==> src/hw/rtl/vvu_pkg.sv <==
// Types, constants and helpers shared by the vector unit modules.
package vvu_pkg;

   typedef enum logic [2:0] {
      ACT_ADD   = 3'd0,
      ACT_SUB   = 3'd1,
      ACT_SCALE = 3'd2,
      ACT_DOT   = 3'd3,
      ACT_CROSS = 3'd4,
      ACT_MAG   = 3'd5,
      ACT_NORM  = 3'd6,
      ACT_DIST  = 3'd7
   } action_type;

   localparam int SQRT_STEPS = 32;
   localparam int DIV_STEPS  = 48;
   localparam logic [15:0] EPS_RESET = 16'd1;
   localparam logic [31:0] S32_MAX = 32'h7FFF_FFFF;
   localparam logic [31:0] S32_MIN = 32'h8000_0000;

   typedef struct packed {
      action_type  action;
      logic [31:0] rx;
      logic [31:0] ry;
      logic [31:0] rz;
      logic [31:0] rs;
      logic        status;
      logic [2:0]  neg;
      logic [31:0] abs_x;
      logic [31:0] abs_y;
      logic [31:0] abs_z;
   } pkt_type;

   typedef struct packed {
      logic [63:0] rad;
      logic [35:0] rem;
      logic [31:0] root;
   } sqrt_type;

   typedef struct packed {
      logic [47:0] dvd;
      logic [31:0] rem;
   } div_lane_type;

   typedef struct packed {
      div_lane_type lx;
      div_lane_type ly;
      div_lane_type lz;
      logic [31:0]  den;
   } div_type;

   function automatic logic [31:0] sat32(input logic signed [63:0] v);
      logic [31:0] r;
      if (v > 64'sd2147483647)
         r = S32_MAX;
      else if (v < -64'sd2147483648)
         r = S32_MIN;
      else
         r = v[31:0];
      return r;
   endfunction

   // signed, saturated result from an unsigned quotient magnitude
   function automatic logic [31:0] sign_sat(input logic neg, input logic [47:0] q);
      logic [31:0] r;
      if (neg) begin
         if (q > 48'h0000_8000_0000)
            r = S32_MIN;
         else
            r = ~q[31:0] + 32'd1;
      end else begin
         if (q > 48'h0000_7FFF_FFFF)
            r = S32_MAX;
         else
            r = q[31:0];
      end
      return r;
   endfunction

endpackage

==> src/hw/rtl/vvu_div_cell.sv <==
// One step cell of the divider chain: one quotient bit per lane per cell.
module vvu_div_cell (
   input  logic             clock,
   input  logic             reset,
   input  logic             in_valid,
   input  vvu_pkg::pkt_type in_pkt,
   input  vvu_pkg::div_type in_st,
   output logic             out_valid,
   output vvu_pkg::pkt_type out_pkt,
   output vvu_pkg::div_type out_st
);

   logic             valid_ff;
   vvu_pkg::pkt_type pkt_ff;
   vvu_pkg::div_type st_ff, st_in;

   function automatic vvu_pkg::div_lane_type lane_step(input vvu_pkg::div_lane_type l,
                                                       input logic [31:0] den);
      vvu_pkg::div_lane_type r;
      logic [32:0] rem_n;
      logic        ge;
      rem_n = {l.rem, l.dvd[47]};
      ge    = (rem_n >= {1'b0, den});
      r.rem = ge ? 32'(rem_n - {1'b0, den}) : rem_n[31:0];
      r.dvd = {l.dvd[46:0], ge};
      return r;
   endfunction

   always_comb begin
      st_in.lx  = lane_step(in_st.lx, in_st.den);
      st_in.ly  = lane_step(in_st.ly, in_st.den);
      st_in.lz  = lane_step(in_st.lz, in_st.den);
      st_in.den = in_st.den;
   end

   always_ff @(posedge clock) begin
      if (reset)
         valid_ff <= 1'b0;
      else
         valid_ff <= in_valid;
      pkt_ff <= in_pkt;
      st_ff  <= st_in;
   end

   assign out_valid = valid_ff;
   assign out_pkt   = pkt_ff;
   assign out_st    = st_ff;

endmodule

==> config.mk <==
export PLATFORM = sky130hd
export DESIGN_NAME = vvu_div_cell
export DESIGN_NICKNAME = d
export VERILOG_FILES = /design/src/hw/rtl/vvu_pkg.sv /design/src/hw/rtl/vvu_div_cell.sv
export SDC_FILE = /design/constraint.sdc
export NUM_CORES = 1
export LEC_CHECK = 0
export ABC_CLOCK_PERIOD_IN_PS = 2800
export BUFFER_PORTS_ARGS = -buffer_cell sky130_fd_sc_hd__buf_2
export CORE_AREA = 2 2 398 400
export DETAILED_ROUTE_END_ITERATION = 6
export DIE_AREA = 0 0 400 402
export SLEW_MARGIN = 20
export SYNTH_ARGS = -nofsm -noshare
export SYNTH_HDL_FRONTEND = slang
export SYNTH_SLANG_ARGS = --single-unit
==> constraint.sdc <==
create_clock -name clock -period 2.8 [get_ports clock]
set_input_delay 0.56 -clock clock [delete_from_list [all_inputs] [get_ports clock]]
set_output_delay 0.56 -clock clock [all_outputs]
set_load 0.01 [all_outputs]
==> flow_summary.yaml <==
hold_path:
  min_to: "out_pkt[101]"
  hold_class: "in2reg"
  hp-start: "in_pkt[101]"
  hold_depth: 1
critical_path:
  path_class: "in2reg"
  critPathMaxFanout: 7
  endpoint_kind: "register"
  worstPathRequired_ns: 3.32
  cp_data_arrival_time_ns: 3.39
  slowest_delay_ns: 0.35
  worstPathCellList: "buf_2 -> ha_4 -> nor2b_2 -> o31a_1 -> o31a_1 -> or3_4 -> nand3b_4 -> o21ai_4 -> a31oi_4 -> a22oi_4 -> buf_12 -> buf_12 -> mux2_4"
  slowest_stage: "or3_4"
  startpoint_type: "primary input"
place:
  numPortBuffers: 1009
  routabilityCongestion: 1.19
  hpwlAfterDp_um: 131000
  dp_slack_ns: -0.966
sta:
  clock.fmax_mhz: 349
  setup_viol_count_final: 35
  fin_crit_sh_pct: 102
  finalMaxSlewViolations: 0
  fin_tns_setup_ns: -1.11
  period_minus_slack_ns: 2.86
  setup_ws_ns: -0.0645
  worst_slew_pin_slew_ns: 0.539
  hold_viol_final: 0
  slew_headroom_pct: 63.9
  rsz0062_at_grt: "true"
floorplanning:
  rows: 146
  fp.coreArea_um2: 157000
  initial_core_util_pct: 10.8
  pin_count: 1010
  dieArea_um2: 161000
  die_h_um: 402
  die_x_um: 400
clocking:
  cts.sinks: 504
  numCtsBuffers: 72
  htreeDepth: 3
  tritoncts: "yes"
  cts_root_buf: "clkbuf_16"
  clock_path_buffers: 3
  clk_pin_slew_worst_paths_ns: 0.06
cells_and_area:
  fin_nets: 3883
  fillCellCount: 17200
  layout-drive-gt1-share_pct: 48.6
  synthToLayoutAreaGrowth_pct: 102
  regArea_um2: 10100
  multiInputGateArea_um2: 6690
grt:
  grt_overflow: 0
  grt_pass1_vias: 19700
  grt_usage_pct: 18.3
  grt_antenna_before_repair: 126
  grt_pass1_wl_um: 190000
  grt_max_degree: 40
power:
  power_frac_seq_pct: 35.6
  power_frac_comb_pct: 22.5
  internal_power_mw: 15.9
  pwr-share-clk_pct: 41.8
  swShare_pct: 30.8
  irDropWorstVdd_uv: 437
  p_per_area_nw_per_um2: 669
  leakage_nw: 16.2
  switching_power_mw: 7.05
synthesis:
  seq_area_frac_synth_pct: 59.5
  syn_nets: 2072
  syn_area_um2: 17000
  synth-async-reset-ratio_pct: 0
  ys.flop_type: "dfxtp_1"
  syn_inst: 1467
  ys_warn_count: 0
  synth_area_per_cell_um2: 11.6
  ys_ff_latch: 504
  synth_cell_type_count: 74
  synth_edf_count: 0
job:
  drv_cap: 0
route:
  antenna_left: 0
  dr.pass1.iters: 5
  drt_iter0_drc: 1215
  drt-total-wl_um: 155000
  vias: 19500
  route.detailed.drc: 0
  wl_per_cell_um: 28.4
  viasPerCell: 3.57
status:
  violations: "negative setup slack"
  status: "finished with violations"
metal layers:
layer,up-vias,track usage [%],routed length (µm)
met4,14,9.14,9060
met2,1107,30.4,72000
met3,326,9.20,18600
met5,-,0,190
li1,8827,-,-
met1,9211,19.0,55100
power groups by stage:
stage	combinational (mW)	sequential, mW	clock, mW
after floorplan	1.51	8.43	0
after global placement	4.45	8.33	0
after detailed placement	4.46	8.30	0
after CTS	5.05	8.17	9.99
after global routing	5.50	8.20	10.2
final	5.17	8.17	9.59
final cells by class:
type,instances,area share [%]
diodes,48,0.350
clock buffers,87,5.72
clock inverters,40,1.34
inverters,58,0.683
multi-input cells,859,19.5
flip-flops and latches,504,29.4
well taps,2072,7.56
repair buffers,1783,35.4
how the worst max path moves through the flow:
| stage | start | endpoint | slack [ns] |
|---|---|---|---|
| 6_report | in_st[32] | out_st[42] | -0.06 |
| 5_1_grt | in_st[4] | out_st[213] | -0.05 |
| 4_1_cts | in_st[111] | out_st[34] | 0.006 |
| 3_5_place_dp | in_st[111] | out_st[39] | -0.97 |
| 3_3_place_gp | in_st[111] | out_st[39] | -0.95 |
| 2_1_floorplan | in_st[192] | out_st[196] | -0.15 |
cells by family (layout without fill, tap and decap cells):
| logic type | count (synthesis) | in the layout | share of synthesized area [%] |
|---|---|---|---|
| other | 0 | 48 | 0 |
| DFF | 504 | 504 | 59.5 |
| adders and majority gates | 99 | 99 | 7.44 |
| and+or+nand+nor | 289 | 289 | 8.56 |
| xor gates and xnor gates | 73 | 73 | 3.77 |
| buffers and inverters | 104 | 1968 | 2.63 |
| muxes | 70 | 70 | 5.68 |
| AOI/OAI and AO/OA | 328 | 328 | 12.4 |
cells in the mapped netlist (all sizes together) (7+ instances only):
cell,count,area [µm²]
a31oi,9,86.3
nand2,93,349
nand4,24,150
nor2,55,206
o21a,13,97.6
o31a,7,61.3
nand3,20,100
ha,96,1200
o21bai,11,86.3
o21ai,95,479
or3,7,43.8
clkbuf,32,120
buf,14,109
nand2b,17,114
a21o,46,345
and3,11,68.8
a21oi,100,512
dfxtp,504,10100
xor2,28,245
xnor2,45,394
nor2b,16,100
o31ai,12,109
mux2,57,833
mux2i,13,130
nor3,15,80.1
inv,58,218
registers in the layout (all words and copies together) (netlist names):
register and cells:
out_valid 1, out_pkt 231, out_st 272
metrics by stage:
stage / cells / cell area [µm²] / hold slack [ns] / total power, mW / util, %
3_3_place_gp: 4863 / 27300 / 0.662 / 12.8 / 17.4
6_report: 5451 / 34300 / 0.0733 / 22.9 / 21.8
5_1_grt: 5435 / 34200 / 0.0107 / 23.9 / 21.8
2_1_floorplan: 1467 / 17000 / 0.588 / 9.94 / -
3_5_place_dp: 4863 / 27300 / 0.664 / 12.8 / 17.4
4_1_cts: 5385 / 33700 / 0.00402 / 23.2 / 21.4
placed cells by master, fill, tap and decap left out, drive strengths merged, types with 46 or more instances in the layout:
| cell type | n |
|---|---|
| nor2 | 55 |
| mux2 | 57 |
| a21oi | 100 |
| a21o | 46 |
| dlygate4sd3 | 394 |
| clkbuf | 92 |
| inv | 66 |
| o21ai | 95 |
| dfxtp | 504 |
| nand2 | 93 |
| diode | 48 |
| ha | 96 |
| buf | 1384 |
critical path, delay by kind of cell:
kind / cells / cell delay (ns)
AOI/OAI and AO/OA: 5 / 1.08
and+or+nand+nor: 3 / 0.66
buffers and inverters: 3 / 0.54
muxes: 1 / 0.30
adders and majority gates: 1 / 0.23
timing repair:
item / in CTS / in global routing
resized for setup: 9 / 42
hold buffers: 394 / 0
setup buffers: 1 / 12
endpoints found under the setup margin: 87 / 79
pin swaps: 0 / 18
endpoints found under the hold margin: 394 / 0
gates cloned: 0 / 6
(Power assumes the default switching activity.)
