[src/hw/rtl/vvu_pkg.sv]
// Types, constants and helpers shared by the vector unit modules.
package vvu_pkg;

   typedef enum logic [2:0] {
      ACT_ADD   = 3'd0,
      ACT_SUB   = 3'd1,
      ACT_SCALE = 3'd2,
      ACT_DOT   = 3'd3,
      ACT_CROSS = 3'd4,
      ACT_MAG   = 3'd5,
      ACT_NORM  = 3'd6,
      ACT_DIST  = 3'd7
   } action_type;

   localparam int SQRT_STEPS = 32;
   localparam int DIV_STEPS  = 48;
   localparam logic [15:0] EPS_RESET = 16'd1;
   localparam logic [31:0] S32_MAX = 32'h7FFF_FFFF;
   localparam logic [31:0] S32_MIN = 32'h8000_0000;

   typedef struct packed {
      action_type  action;
      logic [31:0] rx;
      logic [31:0] ry;
      logic [31:0] rz;
      logic [31:0] rs;
      logic        status;
      logic [2:0]  neg;
      logic [31:0] abs_x;
      logic [31:0] abs_y;
      logic [31:0] abs_z;
   } pkt_type;

   typedef struct packed {
      logic [63:0] rad;
      logic [35:0] rem;
      logic [31:0] root;
   } sqrt_type;

   typedef struct packed {
      logic [47:0] dvd;
      logic [31:0] rem;
   } div_lane_type;

   typedef struct packed {
      div_lane_type lx;
      div_lane_type ly;
      div_lane_type lz;
      logic [31:0]  den;
   } div_type;

   function automatic logic [31:0] sat32(input logic signed [63:0] v);
      logic [31:0] r;
      if (v > 64'sd2147483647)
         r = S32_MAX;
      else if (v < -64'sd2147483648)
         r = S32_MIN;
      else
         r = v[31:0];
      return r;
   endfunction

   // signed, saturated result from an unsigned quotient magnitude
   function automatic logic [31:0] sign_sat(input logic neg, input logic [47:0] q);
      logic [31:0] r;
      if (neg) begin
         if (q > 48'h0000_8000_0000)
            r = S32_MIN;
         else
            r = ~q[31:0] + 32'd1;
      end else begin
         if (q > 48'h0000_7FFF_FFFF)
            r = S32_MAX;
         else
            r = q[31:0];
      end
      return r;
   endfunction

endpackage

[src/hw/rtl/vvu_sqrt_cell.sv]
// One digit cell of the square root chain: one result bit per cell.
module vvu_sqrt_cell (
   input  logic              clock,
   input  logic              reset,
   input  logic              in_valid,
   input  vvu_pkg::pkt_type  in_pkt,
   input  vvu_pkg::sqrt_type in_st,
   output logic              out_valid,
   output vvu_pkg::pkt_type  out_pkt,
   output vvu_pkg::sqrt_type out_st
);

   logic              valid_ff;
   vvu_pkg::pkt_type  pkt_ff;
   vvu_pkg::sqrt_type st_ff, st_in;
   logic [35:0]       rem_n;
   logic [35:0]       trial;
   logic              ge;

   always_comb begin
      rem_n = {in_st.rem[33:0], in_st.rad[63:62]};
      trial = {2'b00, in_st.root, 2'b01};
      ge    = (rem_n >= trial);
      st_in.rad  = {in_st.rad[61:0], 2'b00};
      st_in.rem  = ge ? (rem_n - trial) : rem_n;
      st_in.root = {in_st.root[30:0], ge};
   end

   always_ff @(posedge clock) begin
      if (reset)
         valid_ff <= 1'b0;
      else
         valid_ff <= in_valid;
      pkt_ff <= in_pkt;
      st_ff  <= st_in;
   end

   assign out_valid = valid_ff;
   assign out_pkt   = pkt_ff;
   assign out_st    = st_ff;

endmodule

[config.mk]
export PLATFORM = sky130hd
export DESIGN_NAME = vvu_sqrt_cell
export DESIGN_NICKNAME = d
export VERILOG_FILES = /design/src/hw/rtl/vvu_pkg.sv /design/src/hw/rtl/vvu_sqrt_cell.sv
export SDC_FILE = /design/constraint.sdc
export NUM_CORES = 1
export LEC_CHECK = 0
export BUFFER_PORTS_ARGS = -buffer_cell sky130_fd_sc_hd__buf_2
export CAP_MARGIN = 0
export CELL_PAD_IN_SITES_DETAIL_PLACEMENT = 0
export CELL_PAD_IN_SITES_GLOBAL_PLACEMENT = 1
export CORE_AREA = 2 2 281 283
export CTS_BUF_LIST = sky130_fd_sc_hd__clkbuf_16
export DETAILED_ROUTE_END_ITERATION = 12
export DIE_AREA = 0 0 283 285
export GPL_TIMING_DRIVEN = 0
export HOLD_SLACK_MARGIN = 0.02
export PLACE_DENSITY_LB_ADDON = 0.05
export SYNTH_ARGS = -nofsm -noshare
export SYNTH_HDL_FRONTEND = slang
export SYNTH_SLANG_ARGS = --single-unit
[constraint.sdc]
create_clock -name clock -period 5 [get_ports clock]
set_clock_uncertainty 0.2 [all_clocks]
set_input_delay 1.25 -clock clock [delete_from_list [all_inputs] [get_ports clock]]
set_output_delay 1.25 -clock clock [all_outputs]
set_load 0.05 [all_outputs]
==> flow_summary_export.csv, run 1 <==
group,metric,value,unit
synth,synth_async_sr_flop_share,0,
timing,grt_setup_unrepaired,"false",
timing,finalMaxSlewViolations,0,
detailed_routing,avgViaCountPerCell,3.28,
power_and_ir_drop,cellLeakagePower,0.00783,uW
setup_path,start_kind,"primary input",
clocking,clock_tree.htree_level_count,2,
place,placement.setup.worst_slack,0.555,ns
synth,post_synth_inst_count,775,
synth,share_of_yosys_cell_area_claimed_by_the_top_area_cell_type,0.736,
clocking,clock_tree_root,"clkbuf_16",
worst_hold_path,min-delay-path-class,"in -> reg",
detailed_routing,drt_iter0_markers,231,
clocking,clock_tree_from_tritoncts,"yes",
clocking,cts-hold-fix-buffers,0,
timing,maxClockFrequency,274,MHz
final_layout,layout-area-overhead-vs-synth,64.6,%
synth,synth_enable_flop_cells,0,
power_and_ir_drop,p_sw_frac,0.331,
place,numPortBuffers,725,
timing,slew_headroom,0.576,
synth,number_of_warnings_issued_by_yosys,0,
die,chip_width,283,um
final_layout,n_fill_cell,8680,
grt,grt.overflow.total,0,
final_layout,design.final.nets,1950,
synth,synth_commonest_cells,"dfxtp_1 (362), nand2_1 (63), o21ai_0 (47)",
timing,timing.final.ws_setup,1.35,ns
die,pin_count,730,
clocking,number_of_clock_sinks,362,
power_and_ir_drop,combPwrFrac,0.200,
clocking,postCtsResizedCells,0,
power_and_ir_drop,report.power.total,7810,uW
timing,worst_slew_pin_slew,0.627,ns
final_layout,final_layout_size_suffix_gt1_frac,0.520,
die,initial_utilization,0.126,
grt,grt_start_max_net_pins,13,
place,final_hpwl_from_detailed_placement,48.3,mm
grt,overall_fraction_of_global_route_tracks_in_use,0.136,
detailed_routing,wire_per_inst,21.4,um
status,status,"finished, final reports clean",
power_and_ir_drop,max-vdd-ir-drop,201,uV
clocking,cts_made_buffers,47,
die,fp.coreArea,78000,um2
clocking,cts_buffer_depth,3,
clocking,cts_setup_buffers,0,
detailed_routing,detailedRoute.firstPassIterationCount,4,
detailed_routing,routed_wl,56.5,mm
synth,post_synth.cell_area_avg,12.7,um2
synth,ys_top_cells_by_area,"dfxtp_1 (74%), ha_1 (4.3%), nand2_1 (2.4%)",
synth,yosysMostFrequentCell,"dfxtp_1",
synth,synth.lib_cells_used.distinct,58,
synth,synth_sequential_area_ratio,0.736,
setup_path,critical_path_at,3.83,ns
setup_path,worstPathRequired,5.18,ns
grt,grt_antenna_before_repair,25,
power_and_ir_drop,pwr-share-clk,0.398,
detailed_routing,route.antenna.remaining_nets,0,
detailed_routing,drcViolationCount,0,
timing,hold_viol,0,
synth,synth_seq_cells,362,
timing,post-route-min-period,3.65,ns
synth,syn_area,9850,um2
setup_path,timing.critical_path.fanout_max,10,
detailed_routing,vias,8665,
timing,tns,0,ns
timing,min_period_over_period,0.730,
power_and_ir_drop,p_int,5230,uW
die,core.rowCount,103,
clocking,clk_transition_reported_paths,0.06,ns
die,dieArea,80700,um2
grt,grt_pass1_wl,76.2,mm
setup_path,criticalPathCategory,"in -> reg",
synth,ys.flop_type,"dfxtp_1",
power_and_ir_drop,fraction_of_power_consumed_by_sequential_logic,0.402,
power_and_ir_drop,total_switching_power,2580,uW
die,die_height,285,um
setup_path,endpoint_kind,"register",
power_and_ir_drop,power_density,482,nW/um2
grt,vias_in_the_first_global_route,9060,
place,place_congestion,0.805,
synth,yosysTopAreaCell,"dfxtp_1",
flow_run,max_cap_violations,0,
timing,setup_violations,0,
## registers in the layout, indices dropped and copies added, names as in the netlist
| register | flops |
|---|---|
| out_pkt | 231 |
| out_st | 130 |
| out_valid | 1 |
## routing by layer
metal  up-vias  part of all wire  global-route usage
met2       365              0.55               0.262
met3       106             0.079              0.0502
met4        16             0.020              0.0322
met5         -            0.0018                   0
met1      4023              0.35               0.136
li1       4155                 -                   -
## cell type report
| cell class | instances | area (um2) | share of cell area |
|---|---|---|---|
| tap | 1050 | 1310 | 0.0810 |
| sequential | 362 | 7250 | 0.447 |
| inverter | 43 | 161 | 0.00996 |
| multi-input combinational | 347 | 2300 | 0.142 |
| buffer | 24 | 149 | 0.00918 |
| timing repair buffer | 725 | 3630 | 0.224 |
| clock buffer | 47 | 1180 | 0.0725 |
| clock inverter | 38 | 226 | 0.0140 |
| antenna | 6 | 15.0 | 0.000926 |
## power by group through the flow
stage          clock, uW  sequential (uW)  combinational, uW
3_3_place_gp           0             3210               1610
6_report            3110             3140               1560
2_1_floorplan          0             3950                282
4_1_cts             3270             3140               1600
5_1_grt             3380             3160               1650
3_5_place_dp           0             3200               1600
## critical path: stages
cell,delay [ns]
buf_2,0.09
inv_1,0.04
ha_1,0.28
buf_2,0.17
and3_1,0.18
clkbuf_1,0.20
and3_1,0.24
o21ai_1,0.29
nand4_2,0.18
nand2_2,0.16
clkbuf_1,0.47
o21ai_0,0.27
## per-stage QoR
stage / util / instances / hold WS, ns / area [um2]
after floorplan: - / 776 / 1.08 / 9850
after CTS: 0.208 / 2636 / 0.511 / 16200
after global placement: 0.190 / 2551 / 1.15 / 14800
after global routing: 0.208 / 2636 / 0.524 / 16200
after detailed placement: 0.190 / 2551 / 1.15 / 14800
final: 0.208 / 2642 / 0.567 / 16200
## placed cells by master (no fill, tap or decap), types with 8 or more instances in the layout
cell / count
xor2_1: 15
o21ai_1: 11
dfxtp_1: 362
a21oi_1: 35
o21ai_0: 47
inv_1: 52
clkinv_2: 8
nand2_1: 63
nor2_1: 16
clkbuf_16: 47
nand4_1: 12
xnor2_1: 17
nor3_1: 11
ha_1: 34
buf_2: 733
clkinv_1: 13
## worst paths after layout
kind	depth (start not counted)	to	start
worst min-delay path	1	out_pkt[191]	in_pkt[191]
worst max-delay path	12	out_st[37]	in_st[11]
## cell families after synthesis
| kind of cell | share of synthesized area |
|---|---|
| xor gates and xnor gates | 0.0285 |
| adders and majority gates | 0.0432 |
| muxes | 0.00114 |
| AOI/OAI and AO/OA | 0.0892 |
| and+or+nand+nor | 0.0704 |
| other | 0.000381 |
| DFF | 0.736 |
| buffers and inverters | 0.0315 |
Note: power is estimated with default switching activity, not from simulation.
==> run 2: changes to the inputs <==
Settings changed: CORE_AREA 2 2 281 283 to 2 2 282 284, DIE_AREA 0 0 283 285 to 0 0 284 286.
Clock period 5 ns to 3.75 ns, I/O delays scaled along.
==> flow_summary_export.csv, run 2 (same netlist as run 1, synthesis figures left out) <==
group,metric,value,unit
timing,grt_setup_unrepaired,"false",
final_layout,layout-area-overhead-vs-synth,64.7,%
die,chip_width,284,um
die,die_height,286,um
power_and_ir_drop,pwr-share-clk,0.401,
place,placedInstanceArea,14800,um2
grt,vias_in_the_first_global_route,8777,
power_and_ir_drop,fraction_of_power_consumed_by_sequential_logic,0.400,
power_and_ir_drop,max-vdd-ir-drop,252,uV
detailed_routing,vias,8582,
final_layout,postLayoutCellArea,16200,um2
clocking,cts_made_buffers,46,
status,status,"finished, final reports clean",
timing,setup_violations,0,
timing,finalMaxSlewViolations,0,
final_layout,n_fill_cell,8765,
grt,overall_fraction_of_global_route_tracks_in_use,0.137,
clocking,postCtsResizedCells,0,
power_and_ir_drop,p_sw_frac,0.326,
setup_path,timing.critical_path.fanout_max,4,
grt,grt_pass1_wl,76.2,mm
grt,grt_antenna_before_repair,28,
setup_path,critical_path_at,3.53,ns
power_and_ir_drop,combPwrFrac,0.199,
flow_run,max_cap_violations,0,
grt,grt.overflow.total,0,
final_layout,design.final.nets,1949,
place,placement.setup.worst_slack,-0.182,ns
final_layout,final_layout_size_suffix_gt1_frac,0.522,
power_and_ir_drop,report.power.total,10500,uW
timing,min_period_over_period,0.867,
place,place_congestion,0.817,
die,fp.coreArea,78400,um2
clocking,clock_tree_root,"clkbuf_16",
power_and_ir_drop,p_int,7060,uW
detailed_routing,route.antenna.remaining_nets,0,
clocking,cts_buffer_depth,3,
clocking,number_of_clock_sinks,362,
clocking,clk_transition_reported_paths,0.06,ns
place,final_hpwl_from_detailed_placement,49.9,mm
clocking,clock_tree_from_tritoncts,"yes",
detailed_routing,detailedRoute.firstPassIterationCount,4,
final_layout,commonest_non_fill_non_tap_cell_in_the_layout,"buf_2",
setup_path,worstPathRequired,4.03,ns
setup_path,start_kind,"primary input",
timing,post-route-min-period,3.25,ns
timing,maxClockFrequency,308,MHz
setup_path,timing.critical_path.from,"in_st[0]",
detailed_routing,wire_per_inst,22.0,um
detailed_routing,drt_iter0_markers,260,
final_layout,layout.cells.most_common_list,"buf_2 (733), dfxtp_1 (362), nand2_1 (63), inv_1 (52), o21ai_0 (47)",
timing,worst_slew_pin_slew,0.678,ns
place,numPortBuffers,725,
final_layout,number_of_flip_flops_under_the_largest_register_name,231,
worst_hold_path,min-delay-path-class,"in -> reg",
die,initial_utilization,0.126,
detailed_routing,routed_wl,58.0,mm
timing,slew_headroom,0.541,
die,pin_count,730,
timing,fin_worst_hold_slack,0.259,ns
die,core.rowCount,103,
setup_path,setup.worst_path.end,"out_st[66]",
power_and_ir_drop,cellLeakagePower,0.00784,uW
grt,grt_start_max_net_pins,13,
final_layout,postLayoutCoreUtil,0.207,
detailed_routing,drcViolationCount,0,
die,dieArea,81200,um2
timing,timing.final.ws_setup,0.501,ns
setup_path,endpoint_kind,"register",
clocking,cts-hold-fix-buffers,0,
power_and_ir_drop,power_density,646,nW/um2
detailed_routing,avgViaCountPerCell,3.25,
power_and_ir_drop,total_switching_power,3420,uW
timing,hold_viol,0,
setup_path,criticalPathCategory,"in -> reg",
clocking,cts_setup_buffers,0,
clocking,clock_tree.htree_level_count,2,
## run 2: cell types whose count changed in the layout (fill, tap and decap cells not counted), sizes merged
cell / change
clkinv: -8
diode: +1
inv: +2
bufinv: +2
clkbuf: -1
## run 2: final cells by class
type                            count  area (um2)  share of cell area
Clock inverter                     34         259              0.0160
Tap cell                         1050        1310              0.0810
Multi-Input combinational cell    347        2300               0.142
Sequential cell                   362        7250               0.447
Inverter                           43         161             0.00995
Clock buffer                       46        1150              0.0710
Antenna cell                        7        17.5             0.00108
Buffer                             24         149             0.00918
Timing Repair Buffer              725        3630               0.224
## run 2: critical path, cell delays in order
cell      delay (ns)
buf_2           0.11
inv_1           0.04
ha_1            0.33
nor2b_1         0.17
o311a_1         0.38
o211ai_2        0.23
nand3_2         0.22
a31oi_2         0.42
o22ai_1         0.20
nor3_4          0.26
xor2_1          0.20
## run 2: worst min-delay path by stage
stage / end / depth (start not counted) / slack, ns / from
floorplan: out_pkt[0] / 0 / 0.77 / in_pkt[0]
global placement: out_pkt[92] / 1 / 0.84 / in_pkt[92]
CTS: out_pkt[128] / 1 / 0.20 / in_pkt[128]
global route: out_pkt[128] / 1 / 0.21 / in_pkt[128]
finish: out_pkt[128] / 1 / 0.26 / in_pkt[128]
detailed placement: out_pkt[66] / 1 / 0.84 / in_pkt[66]
## run 2: per-stage QoR
stage / std cells / setup TNS, ns
after floorplan: 776 / 0
after global placement: 2551 / -3.96
after detailed placement: 2551 / -3.46
after CTS: 2631 / 0
after global routing: 2631 / 0
final: 2638 / 0
## run 2: layer usage
| metal | global-route usage | wire, um | share of wire | vias up |
|---|---|---|---|---|
| met4 | 0.0292 | 1050 | 0.018 | 14 |
| li1 | - | - | - | 4154 |
| met2 | 0.262 | 31200 | 0.54 | 373 |
| met3 | 0.0487 | 4720 | 0.081 | 96 |
| met1 | 0.142 | 20900 | 0.36 | 3945 |
| met5 | 0 | 80 | 0.0014 | - |
## run 2: power groups by stage
stage | registers [uW] | clock network [uW] | logic, uW
2_1_floorplan | 5270 | 0 | 375
6_report | 4190 | 4210 | 2080
3_5_place_dp | 4270 | 0 | 2140
3_3_place_gp | 4270 | 0 | 2150
4_1_cts | 4190 | 4430 | 2140
5_1_grt | 4210 | 4550 | 2210
